--- src/rtl/core/gmc_pkg.sv ---
// gmc_pkg: shared types and codes for the gate motion controller
// event codes, gate states, owners, and the word structs passed between stages
// no dependencies
package gmc_pkg;

	localparam int unsigned CMD_W   = 3;
	localparam int unsigned BTN_W   = 2;
	localparam int unsigned HOLD_W  = 16;
	localparam int unsigned STATE_W = 3;
	localparam int unsigned OWNER_W = 2;

	localparam logic [HOLD_W-1:0] HOLD_THR_RESET = 16'd500;

	typedef enum logic [CMD_W-1:0] {
		CMD_PRESS        = 3'd0,
		CMD_RELEASE      = 3'd1,
		CMD_OPEN_LIMIT   = 3'd2,
		CMD_CLOSED_LIMIT = 3'd3,
		CMD_CONFLICT     = 3'd4
	} cmd_t;

	typedef enum logic [STATE_W-1:0] {
		ST_IDLE_CLOSED = 3'd0,
		ST_OPENING     = 3'd1,
		ST_IDLE_OPEN   = 3'd2,
		ST_CLOSING     = 3'd3,
		ST_STOPPED     = 3'd4
	} gate_state_t;

	typedef enum logic [OWNER_W-1:0] {
		OWN_NONE     = 2'd0,
		OWN_DRIVER   = 2'd1,
		OWN_SECURITY = 2'd2
	} owner_t;

	typedef struct packed {
		logic [CMD_W-1:0]  command;
		logic [BTN_W-1:0]  button;
		logic [HOLD_W-1:0] hold_ms;
	} gmc_item_t;

	typedef struct packed {
		logic [STATE_W-1:0] gate_state;
		logic [OWNER_W-1:0] gate_owner;
		logic               auto_mode;
	} gmc_status_t;

endpackage

--- src/rtl/core/gate_motion_controller_unit.sv ---
// gate_motion_controller_unit: top level of the gate motion controller
// input register, next-state logic with state registers, result register
// depends on gmc_pkg, gmc_in_stage, gmc_fsm, gmc_out_stage
//
//   channel   signals                            word
//   in        in_valid / in_ready                command, button, hold_ms
//   out       out_valid / out_ready              gate_state, gate_owner, auto_mode
//   cfg       cfg_we / cfg_wdata                 hold threshold in ms
//
// one event per cycle sustained while out_ready stays high; an accepted event passes the input
// register and then the result register before the result is valid and can be taken
// the state registers update as an event leaves the input register into the result register
// a waiting result with out_ready low holds the result register; the input register
// takes one more word, then in_ready falls until the result is taken
// reset: gate idle closed, no owner, auto mode, no buttons held, threshold 500 ms
module gate_motion_controller_unit (
	input  logic                        clk,
	input  logic                        arst_n,
	input  logic                        in_valid,
	output logic                        in_ready,
	input  logic [gmc_pkg::CMD_W-1:0]   command,
	input  logic [gmc_pkg::BTN_W-1:0]   button,
	input  logic [gmc_pkg::HOLD_W-1:0]  hold_ms,
	output logic                        out_valid,
	input  logic                        out_ready,
	output logic [gmc_pkg::STATE_W-1:0] gate_state,
	output logic [gmc_pkg::OWNER_W-1:0] gate_owner,
	output logic                        auto_mode,
	input  logic                        cfg_we,
	input  logic [gmc_pkg::HOLD_W-1:0]  cfg_wdata
);
	import gmc_pkg::*;

	gmc_item_t          in_item;
	gmc_item_t          item_s1;
	logic               valid_s1;
	logic               advance;
	gmc_status_t        nxt_status;
	gmc_status_t        status_s2;
	logic [HOLD_W-1:0]  hold_thr_q;

	always_ff @(posedge clk or negedge arst_n) begin
		if (!arst_n) begin
			hold_thr_q <= HOLD_THR_RESET;
		end else if (cfg_we) begin
			hold_thr_q <= cfg_wdata;
		end
	end

	assign in_item.command = command;
	assign in_item.button  = button;
	assign in_item.hold_ms = hold_ms;

	gmc_in_stage u_in_stage (
		.clk      (clk),
		.arst_n   (arst_n),
		.in_valid (in_valid),
		.in_ready (in_ready),
		.in_item  (in_item),
		.advance  (advance),
		.valid_s1 (valid_s1),
		.item_s1  (item_s1)
	);

	gmc_fsm u_fsm (
		.clk        (clk),
		.arst_n     (arst_n),
		.advance    (advance),
		.item_s1    (item_s1),
		.hold_thr   (hold_thr_q),
		.nxt_status (nxt_status)
	);

	gmc_out_stage u_out_stage (
		.clk        (clk),
		.arst_n     (arst_n),
		.valid_s1   (valid_s1),
		.advance    (advance),
		.nxt_status (nxt_status),
		.out_valid  (out_valid),
		.out_ready  (out_ready),
		.status_s2  (status_s2)
	);

	assign gate_state = status_s2.gate_state;
	assign gate_owner = status_s2.gate_owner;
	assign auto_mode  = status_s2.auto_mode;

endmodule

--- src/rtl/core/gmc_in_stage.sv ---
// gmc_in_stage: input register for one event word with valid/ready handshake
// depends on gmc_pkg
module gmc_in_stage (
	input  logic               clk,
	input  logic               arst_n,
	input  logic               in_valid,
	output logic               in_ready,
	input  gmc_pkg::gmc_item_t in_item,
	input  logic               advance,
	output logic               valid_s1,
	output gmc_pkg::gmc_item_t item_s1
);
	import gmc_pkg::*;

	assign in_ready = !valid_s1 || advance;

	always_ff @(posedge clk or negedge arst_n) begin
		if (!arst_n) begin
			valid_s1 <= 1'b0;
		end else if (in_ready) begin
			valid_s1 <= in_valid;
		end
	end

	always_ff @(posedge clk) begin
		if (in_valid && in_ready) begin
			item_s1 <= in_item;
		end
	end

endmodule

--- src/rtl/core/gmc_fsm.sv ---
// gmc_fsm: gate state, owner, mode and held-button registers with next-state logic
// updates once per event word leaving the input register
// depends on gmc_pkg
module gmc_fsm (
	input  logic                        clk,
	input  logic                        arst_n,
	input  logic                        advance,
	input  gmc_pkg::gmc_item_t          item_s1,
	input  logic [gmc_pkg::HOLD_W-1:0]  hold_thr,
	output gmc_pkg::gmc_status_t        nxt_status
);
	import gmc_pkg::*;

	logic [STATE_W-1:0] state_q, state_d;
	logic [OWNER_W-1:0] owner_q, owner_d;
	logic               auto_q, auto_d;
	logic [1:0]         open_held_q, open_held_d;
	logic [1:0]         close_held_q, close_held_d;
	logic               panel;
	logic               is_open;
	logic [OWNER_W-1:0] who;
	logic               moving;
	logic               both_held;
	logic               drv_blocked;
	logic               dir_match;

	always_comb begin
		panel        = item_s1.button[1];
		is_open      = !item_s1.button[0];
		who          = item_s1.button[1] ? OWN_SECURITY : OWN_DRIVER;
		moving       = (state_q == ST_OPENING) || (state_q == ST_CLOSING);
		state_d      = state_q;
		owner_d      = owner_q;
		auto_d       = auto_q;
		open_held_d  = open_held_q;
		close_held_d = close_held_q;
		// held flag after this press: the other button of the same panel decides
		both_held    = is_open ? close_held_q[panel] : open_held_q[panel];
		drv_blocked  = (who == OWN_DRIVER) && (owner_q == OWN_SECURITY) && moving;
		dir_match    = (state_q == ST_OPENING) ? is_open : !is_open;

		case (item_s1.command)
			CMD_PRESS: begin
				if (is_open) open_held_d[panel] = 1'b1;
				else close_held_d[panel] = 1'b1;
				if (!both_held && !drv_blocked) begin
					if (is_open) begin
						if (state_q == ST_IDLE_CLOSED || state_q == ST_STOPPED ||
						    state_q == ST_CLOSING) begin
							owner_d = who;
							auto_d  = 1'b0;
							state_d = ST_OPENING;
						end else if (state_q == ST_OPENING && who == OWN_SECURITY &&
						             owner_q == OWN_DRIVER) begin
							owner_d = OWN_SECURITY;
							auto_d  = 1'b0;
						end
					end else begin
						if (state_q == ST_IDLE_OPEN || state_q == ST_STOPPED ||
						    state_q == ST_OPENING) begin
							owner_d = who;
							auto_d  = 1'b0;
							state_d = ST_CLOSING;
						end else if (state_q == ST_CLOSING && who == OWN_SECURITY &&
						             owner_q == OWN_DRIVER) begin
							owner_d = OWN_SECURITY;
							auto_d  = 1'b0;
						end
					end
				end
			end
			CMD_RELEASE: begin
				if (is_open) open_held_d[panel] = 1'b0;
				else close_held_d[panel] = 1'b0;
				if (moving && owner_q == who && dir_match) begin
					if (item_s1.hold_ms < hold_thr) begin
						auto_d = 1'b1;
					end else begin
						owner_d = OWN_NONE;
						state_d = ST_STOPPED;
					end
				end
			end
			CMD_OPEN_LIMIT: begin
				if (state_q == ST_OPENING) begin
					owner_d = OWN_NONE;
					state_d = ST_IDLE_OPEN;
				end
			end
			CMD_CLOSED_LIMIT: begin
				if (state_q == ST_CLOSING) begin
					owner_d = OWN_NONE;
					state_d = ST_IDLE_CLOSED;
				end
			end
			CMD_CONFLICT: begin
				owner_d = OWN_NONE;
				state_d = ST_STOPPED;
			end
			default: begin
			end
		endcase

		nxt_status.gate_state = state_d;
		nxt_status.gate_owner = owner_d;
		nxt_status.auto_mode  = auto_d;
	end

	always_ff @(posedge clk or negedge arst_n) begin
		if (!arst_n) begin
			state_q      <= ST_IDLE_CLOSED;
			owner_q      <= OWN_NONE;
			auto_q       <= 1'b1;
			open_held_q  <= 2'b00;
			close_held_q <= 2'b00;
		end else if (advance) begin
			state_q      <= state_d;
			owner_q      <= owner_d;
			auto_q       <= auto_d;
			open_held_q  <= open_held_d;
			close_held_q <= close_held_d;
		end
	end

endmodule

--- src/rtl/core/gmc_out_stage.sv ---
// gmc_out_stage: result register holding one status word until taken
// depends on gmc_pkg
module gmc_out_stage (
	input  logic                 clk,
	input  logic                 arst_n,
	input  logic                 valid_s1,
	output logic                 advance,
	input  gmc_pkg::gmc_status_t nxt_status,
	output logic                 out_valid,
	input  logic                 out_ready,
	output gmc_pkg::gmc_status_t status_s2
);
	import gmc_pkg::*;

	assign advance = valid_s1 && (!out_valid || out_ready);

	always_ff @(posedge clk or negedge arst_n) begin
		if (!arst_n) begin
			out_valid <= 1'b0;
		end else if (!out_valid || out_ready) begin
			out_valid <= valid_s1;
		end
	end

	always_ff @(posedge clk) begin
		if (advance) begin
			status_s2 <= nxt_status;
		end
	end

endmodule

--- config.mk ---
export PLATFORM = sky130hd
export DESIGN_NAME = gate_motion_controller_unit
export DESIGN_NICKNAME = d
export VERILOG_FILES = /design/src/rtl/core/gmc_pkg.sv /design/src/rtl/core/gate_motion_controller_unit.sv /design/src/rtl/core/gmc_in_stage.sv /design/src/rtl/core/gmc_fsm.sv /design/src/rtl/core/gmc_out_stage.sv
export SDC_FILE = /design/constraint.sdc
export NUM_CORES = 1
export LEC_CHECK = 0
export BUFFER_PORTS_ARGS = -buffer_cell sky130_fd_sc_hd__buf_2
export CAP_MARGIN = 40
export CORE_ASPECT_RATIO = 2
export CORE_UTILIZATION = 26
export CTS_CLUSTER_SIZE = 40
export DETAILED_ROUTE_END_ITERATION = 6
export PLACE_DENSITY = 0.4
export SETUP_SLACK_MARGIN = 0.05
export SYNTH_ARGS = -nofsm -noshare
export SYNTH_HDL_FRONTEND = slang
export SYNTH_SLANG_ARGS = --single-unit
--- constraint.sdc ---
create_clock -name clk -period 2.8 [get_ports clk]
set_clock_uncertainty 0.1 [all_clocks]
set_input_delay 0.42 -clock clk [delete_from_list [all_inputs] [get_ports clk]]
set_output_delay 0.42 -clock clk [all_outputs]
set_load 0.02 [all_outputs]
==> results of run 1 <==
==> path summary, 6_finish.rpt <==
path                                            from                            endpoint  slack [ns]  cells after the start
setup / recovery           hold_thr_q[2]$_DFFE_PN1P_  u_out_stage.status_s2[4]$_DFFE_PP_        0.30                      8
hold / removal                                arst_n                           async pin        0.08                      1
setup reg to reg           hold_thr_q[2]$_DFFE_PN1P_  u_out_stage.status_s2[4]$_DFFE_PP_        0.30                      8
hold reg to reg             u_fsm.auto_q$_DFFE_PN1P_            u_fsm.auto_q$_DFFE_PN1P_        0.40                      2
max in group asynchronous                     arst_n           hold_thr_q[9]$_DFFE_PN0P_        2.06                      1
min in group clk                          hold_ms[3]     u_in_stage.item_s1[3]$_DFFE_PP_        0.19                      1
==> power breakdown <==
part	switching (mW)	leakage [nW]	internal [mW]	total [mW]
logic	0.273	0.758	0.209	0.481
registers	0.0752	0.584	0.951	1.03
clock network	0.287	0.0641	0.333	0.620
==> metrics by stage <==
step / hold slack, ns / area [sq um]
finish: 0.0752 / 3380
global route: 0.138 / 3380
CTS: 0.116 / 3380
detailed placement: 0.387 / 3240
global placement: 0.371 / 3240
floorplan: 0.0244 / 2830
==> per-layer routing <==
layer | vias up | track usage [%] | wire length (microns)
met5 | - | 0 | 0
met4 | 0 | 6.30 | 191
met3 | 14 | 2.29 | 217
met2 | 48 | 26.9 | 4050
met1 | 1007 | 13.0 | 2340
li1 | 1036 | - | -
==> sequential cells by signal, summed over array words and instances, names as in the netlist, named ones only <==
signal	count
u_out_stage.status_s2	6
u_in_stage.item_s1	21
u_out_stage.out_valid	1
u_fsm.owner_q	2
u_in_stage.valid_s1	1
u_fsm.auto_q	1
hold_thr_q	16
u_fsm.state_q	3
==> layout make-up <==
type / instances / area share, %
inverter: 20 / 2.22
multi-input combinational: 173 / 34.4
tap: 137 / 5.07
clock buffer: 7 / 3.92
timing repair buffer: 58 / 9.25
clock inverter: 1 / 0.222
sequential: 55 / 44.9
==> cells in the final DEF (no fill, tap or decap), drive strengths merged, types with 2 or more instances in the layout <==
master,instances
o211ai,3
o21ai,29
xnor2,2
buf,58
clkbuf,7
o41ai,2
a221o,2
a21boi,2
o21a,3
nand4,2
mux2,2
or2,2
ha,15
dfstp,7
nand2b,9
nor2,10
edfxtp,27
nand2,29
nor3,4
or3,3
nor2b,4
xor2,2
a21oi,13
nand3,4
a211oi,4
dfrtp,21
inv,19
a31oi,3
o31ai,4
a21o,4
==> cell families (layout without fill, tap and decap cells) <==
group / count (synthesis) / in the layout / share of synthesized area [%]
AND/OR/NAND/NOR: 74 / 74 / 13.0
buffers and inverters: 29 / 86 / 5.26
multiplexers: 3 / 3 / 1.28
AO/OA/AOI/OAI: 77 / 77 / 18.9
flip-flops: 55 / 55 / 53.7
XOR/XNOR: 4 / 4 / 1.24
adder cells (fa/ha/maj): 15 / 15 / 6.63
==> flow_summary.yaml, run 1 <==
cts:
  cts_max_level: 2
  clock_tree.buffer_depth: 2
  cts.repair.resized: 0
  cts-root-buf: "clkbuf_16"
  cts.sinks: 55
  cts.hold.buffers_added: 0
  cts_buffers: 5
  cts_tree: "yes"
  cts_setup_buffers: 0
  clkLatencyLatePin_ns: 0.30
  path_clk_slew_ns: 0.07
die:
  fp-row-count: 53
  coreArea_sq_um: 10500
  die_y_microns: 150
  die-area_sq_um: 11300
  start_util_pct: 26.9
  io_pins: 50
  die_w_microns: 75.8
worst_setup_path:
  cp_slowest_cell: "dfstp_2"
  end_kind: "flop"
  path_delay_family: "compound AO/OA/AOI/OAI gates"
  critPathRequiredTime_ns: 2.75
  crit_fanout: 3
  cp_common_cell: "o21a_1"
  crit_type: "flop to flop"
  cp.arrival_ns: 2.45
  crit_chain: "inv_1 -> ha_1 -> o21a_1 -> o21ai_0 -> o21a_1 -> o41ai_2 -> nand2_1 -> a221o_1"
  critPathLaunchType: "flop"
  cpPeakStageDelay_ns: 0.52
  path_buf_inv: 1
logic_synthesis:
  synthTopCellsByCount: "nand2_1, o21ai_0, edfxtp_1"
  synth_cell_types: 57
  synth_top_cell_by_area: "edfxtp_1"
  synthArstFlopShare_pct: 50.9
  synth_edf_count: 27
  synth_cells: 257
  synth.area.top_cells: "edfxtp_1, dfrtp_1, ha_1, dfstp_2, o21ai_0"
  ys_ff_latch: 55
  syn_area_sq_um: 2830
  synth_top_area_share_pct: 28.6
  syn_area_per_cell_sq_um: 11.0
  yosysWarnings: 0
  seq_area_frac_synth_pct: 53.7
  synth_flop_cell: "edfxtp_1"
  syn-num-nets: 314
finish:
  drive_gt1_share_pct: 26.1
  fill_cells: 1121
  multiInputGateArea_sq_um: 1160
  antenna_cells: 0
  nNetsFinal: 370
  finalNonFillerCells: 451
  area_delta_synth_final_pct: 19.4
  final_core_util_pct: 32.1
  seq_area_sq_um: 1520
timing:
  worst_slew_pin_slew_ns: 0.724
  setup_ws_ns: 0.303
  slew_viol_final: 0
  rsz0062_at_grt: "false"
  hold_viol: 0
  fin_crit_ns: 2.50
  finalSetupViolCount: 0
  max_freq_ghz: 0.400
  timing.final.crit_share_pct: 89.2
  finalSetupTns_ns: 0
  slew_headroom_pct: 51.7
detailed_routing:
  drt-initial-drc-count: 88
  vias_per_cell: 4.67
  ant_nets: 0
  drc: 0
  vias: 2105
  wl_per_cell_microns: 15.1
  dr.pass1.iters: 4
  drt-total-wl_microns: 6800
placement:
  pre_cts_ws_ns: 0.356
  hpwl_microns: 5230
  io_buffers: 49
  gp_congestion: 0.743
  dp_cells: 443
grt:
  overflow: 0
  grt_pass1_vias: 2222
  grt_start_max_net_pins: 32
  grt_pass1_wl_microns: 11200
  grt_use_total_pct: 13.8
  antenna_found_initial: 0
run:
  maxCapViolations: 0
power_and_ir_drop:
  ir_drop_v: 0.000254
  p_per_area_nw_per_um2: 629
  p_total_mw: 2.13
  leakagePower_nw: 1.41
worst_hold_path:
  hold_class: "primary input to async pin"
status:
  status: "finished clean"
(Power assumes the default switching activity.)
==> inputs of run 2 (changes only) <==
==> constraint.sdc (replaced) <==
create_clock -name clk -period 2.8 [get_ports clk]
set_clock_uncertainty 0.1 [all_clocks]
set_input_delay 0.28 -clock clk [delete_from_list [all_inputs] [get_ports clk]]
set_output_delay 0.28 -clock clk [all_outputs]
set_load 0.02 [all_outputs]
==> run 2 against run 1 <==
Effect of this change: maximum frequency rose by 1.1%; sequential cell count did not move; non-clock buffer count did not move; wire length fell by 0.57%; highest routed layer unchanged; register-to-register slack improved by 0.03 ns; design area did not move; clock power fell by 2%; first-iteration DRC count rose by 5.7%; sequential share of layout area did not move; critical endpoint unchanged; count of clock-buffer cells in the layout did not move; die area did not move.
==> flow_summary.yaml, run 2 (synthesis results as in run 1) <==
grt:
  grt_pass1_vias: 2288
  grt_start_max_net_pins: 32
  grt_use_total_pct: 13.7
  antenna_found_initial: 0
  grt_pass1_wl_microns: 11300
  overflow: 0
detailed_routing:
  dr.pass1.iters: 4
  drt-total-wl_microns: 6760
  drc: 0
  wl_per_cell_microns: 15.0
  drt-initial-drc-count: 93
  vias: 2072
  ant_nets: 0
  vias_per_cell: 4.59
die:
  die_y_microns: 150
  start_util_pct: 26.9
  fp-row-count: 53
  die_w_microns: 75.8
  io_pins: 50
  coreArea_sq_um: 10500
  die-area_sq_um: 11300
power_and_ir_drop:
  ir_drop_v: 0.000372
  p_per_area_nw_per_um2: 624
  leakagePower_nw: 1.41
worst_setup_path:
  critPathRequiredTime_ns: 2.75
  crit_type: "flop to flop"
  cp_slowest_cell: "dfstp_2"
  cp_common_cell: "o21a_1"
  crit_chain: "inv_1 -> ha_1 -> o21a_1 -> o21ai_0 -> o21a_1 -> o41ai_2 -> nand2_1 -> a221o_1"
  crit_fanout: 3
  cpPeakStageDelay_ns: 0.51
  end_kind: "flop"
  critPathLaunchType: "flop"
  cp.arrival_ns: 2.42
finish:
  drive_gt1_share_pct: 25.8
  layout.cells.most_common: "buf_2"
  layout_common_cells: "buf_2, o21ai_0, nand2_1, edfxtp_1, dfrtp_1"
  nNetsFinal: 370
  fill_cells: 1100
  antenna_cells: 0
  area_delta_synth_final_pct: 19.4
  largest-register: "u_in_stage.item_s1"
  final_area_sq_um: 3380
  finalNonFillerCells: 451
  final_core_util_pct: 32.1
  reg_top3: "u_in_stage.item_s1 (21), hold_thr_q (16), u_out_stage.status_s2 (6)"
  largest_reg_flops: 21
cts:
  cts.sinks: 55
  clkLatencyLatePin_ns: 0.29
  cts_buffers: 5
  cts-root-buf: "clkbuf_16"
  path_clk_slew_ns: 0.07
  clock_tree.buffer_depth: 2
  cts_setup_buffers: 0
  cts_max_level: 2
  cts_tree: "yes"
timing:
  rsz0062_at_grt: "false"
  finalSetupTns_ns: 0
  fin_hold_ws_ns: 0.0551
  timing.final.crit_share_pct: 88.3
  slew_viol_final: 0
  finalSetupViolCount: 0
  max_freq_ghz: 0.405
  fin_crit_ns: 2.47
  slew_headroom_pct: 51.1
  worst_slew_pin_slew_ns: 0.733
  hold_viol: 0
run:
  maxCapViolations: 0
placement:
  dpl_cell_area_sq_um: 3240
  dp_cells: 442
  hpwl_microns: 5260
  io_buffers: 49
  gp_congestion: 0.740
status:
  status: "finished clean"
worst_hold_path:
  hold_class: "primary input to flop"
## run 2: final cells by class
class,instances,area [sq um],area share [%]
clock buffer,7,133,3.92
inverter,20,75.1,2.22
clock inverter,1,5.00,0.148
multi-input combinational,173,1160,34.4
sequential,55,1520,44.9
timing repair buffer,58,315,9.32
tap,137,171,5.07
## run 2: what timing repair did
item                                   in CTS  in global routing
resized for setup                           0                  0
endpoints found under the hold margin      21                  0
hold buffers                                1                  0
## run 2: through the flow
step	power [mW]	setup slack [ns]
after floorplan	1.38	0.482
after global placement	1.53	0.373
after detailed placement	1.53	0.349
after CTS	2.15	0.312
after global routing	2.24	0.168
final	2.11	0.329
## run 2: worst max-delay path: cells and delay by family, from the launching register on
kind,cells,cell delay (ns)
and+or+nand+nor,1,0.15
adders and majority gates,1,0.27
buffers and inverters,1,0.05
AOI/OAI and AO/OA,5,1.14
DFF,1,0.51
## run 2: report_power, final
group          leakage [nW]  switching, mW  internal, mW
clock network        0.0679          0.278         0.332
registers             0.584         0.0736         0.951
logic                 0.757          0.269         0.208
total                  1.41          0.621          1.49
## run 2: path summary, 6_finish.rpt
check	from	slack, ns	depth (start not counted)	endpoint
max	hold_thr_q[2]$_DFFE_PN1P_	0.33	8	u_out_stage.status_s2[4]$_DFFE_PP_
min	button[1]	0.06	1	u_in_stage.item_s1[17]$_DFFE_PP_
max reg2reg	hold_thr_q[2]$_DFFE_PN1P_	0.33	8	u_out_stage.status_s2[4]$_DFFE_PP_
min reg2reg	hold_thr_q[7]$_DFFE_PN1P_	0.41	2	hold_thr_q[7]$_DFFE_PN1P_
max in group asynchronous	arst_n	1.64	2	hold_thr_q[9]$_DFFE_PN0P_
min in group asynchronous	arst_n	0.48	2	async pin
## run 2: per-layer routing
layer / part of all wire (%) / global-route usage, %
met1: 34 / 12.4
met2: 60 / 27.3
met3: 3.1 / 2.22
met4: 3.4 / 6.48
met5: 0 / 0
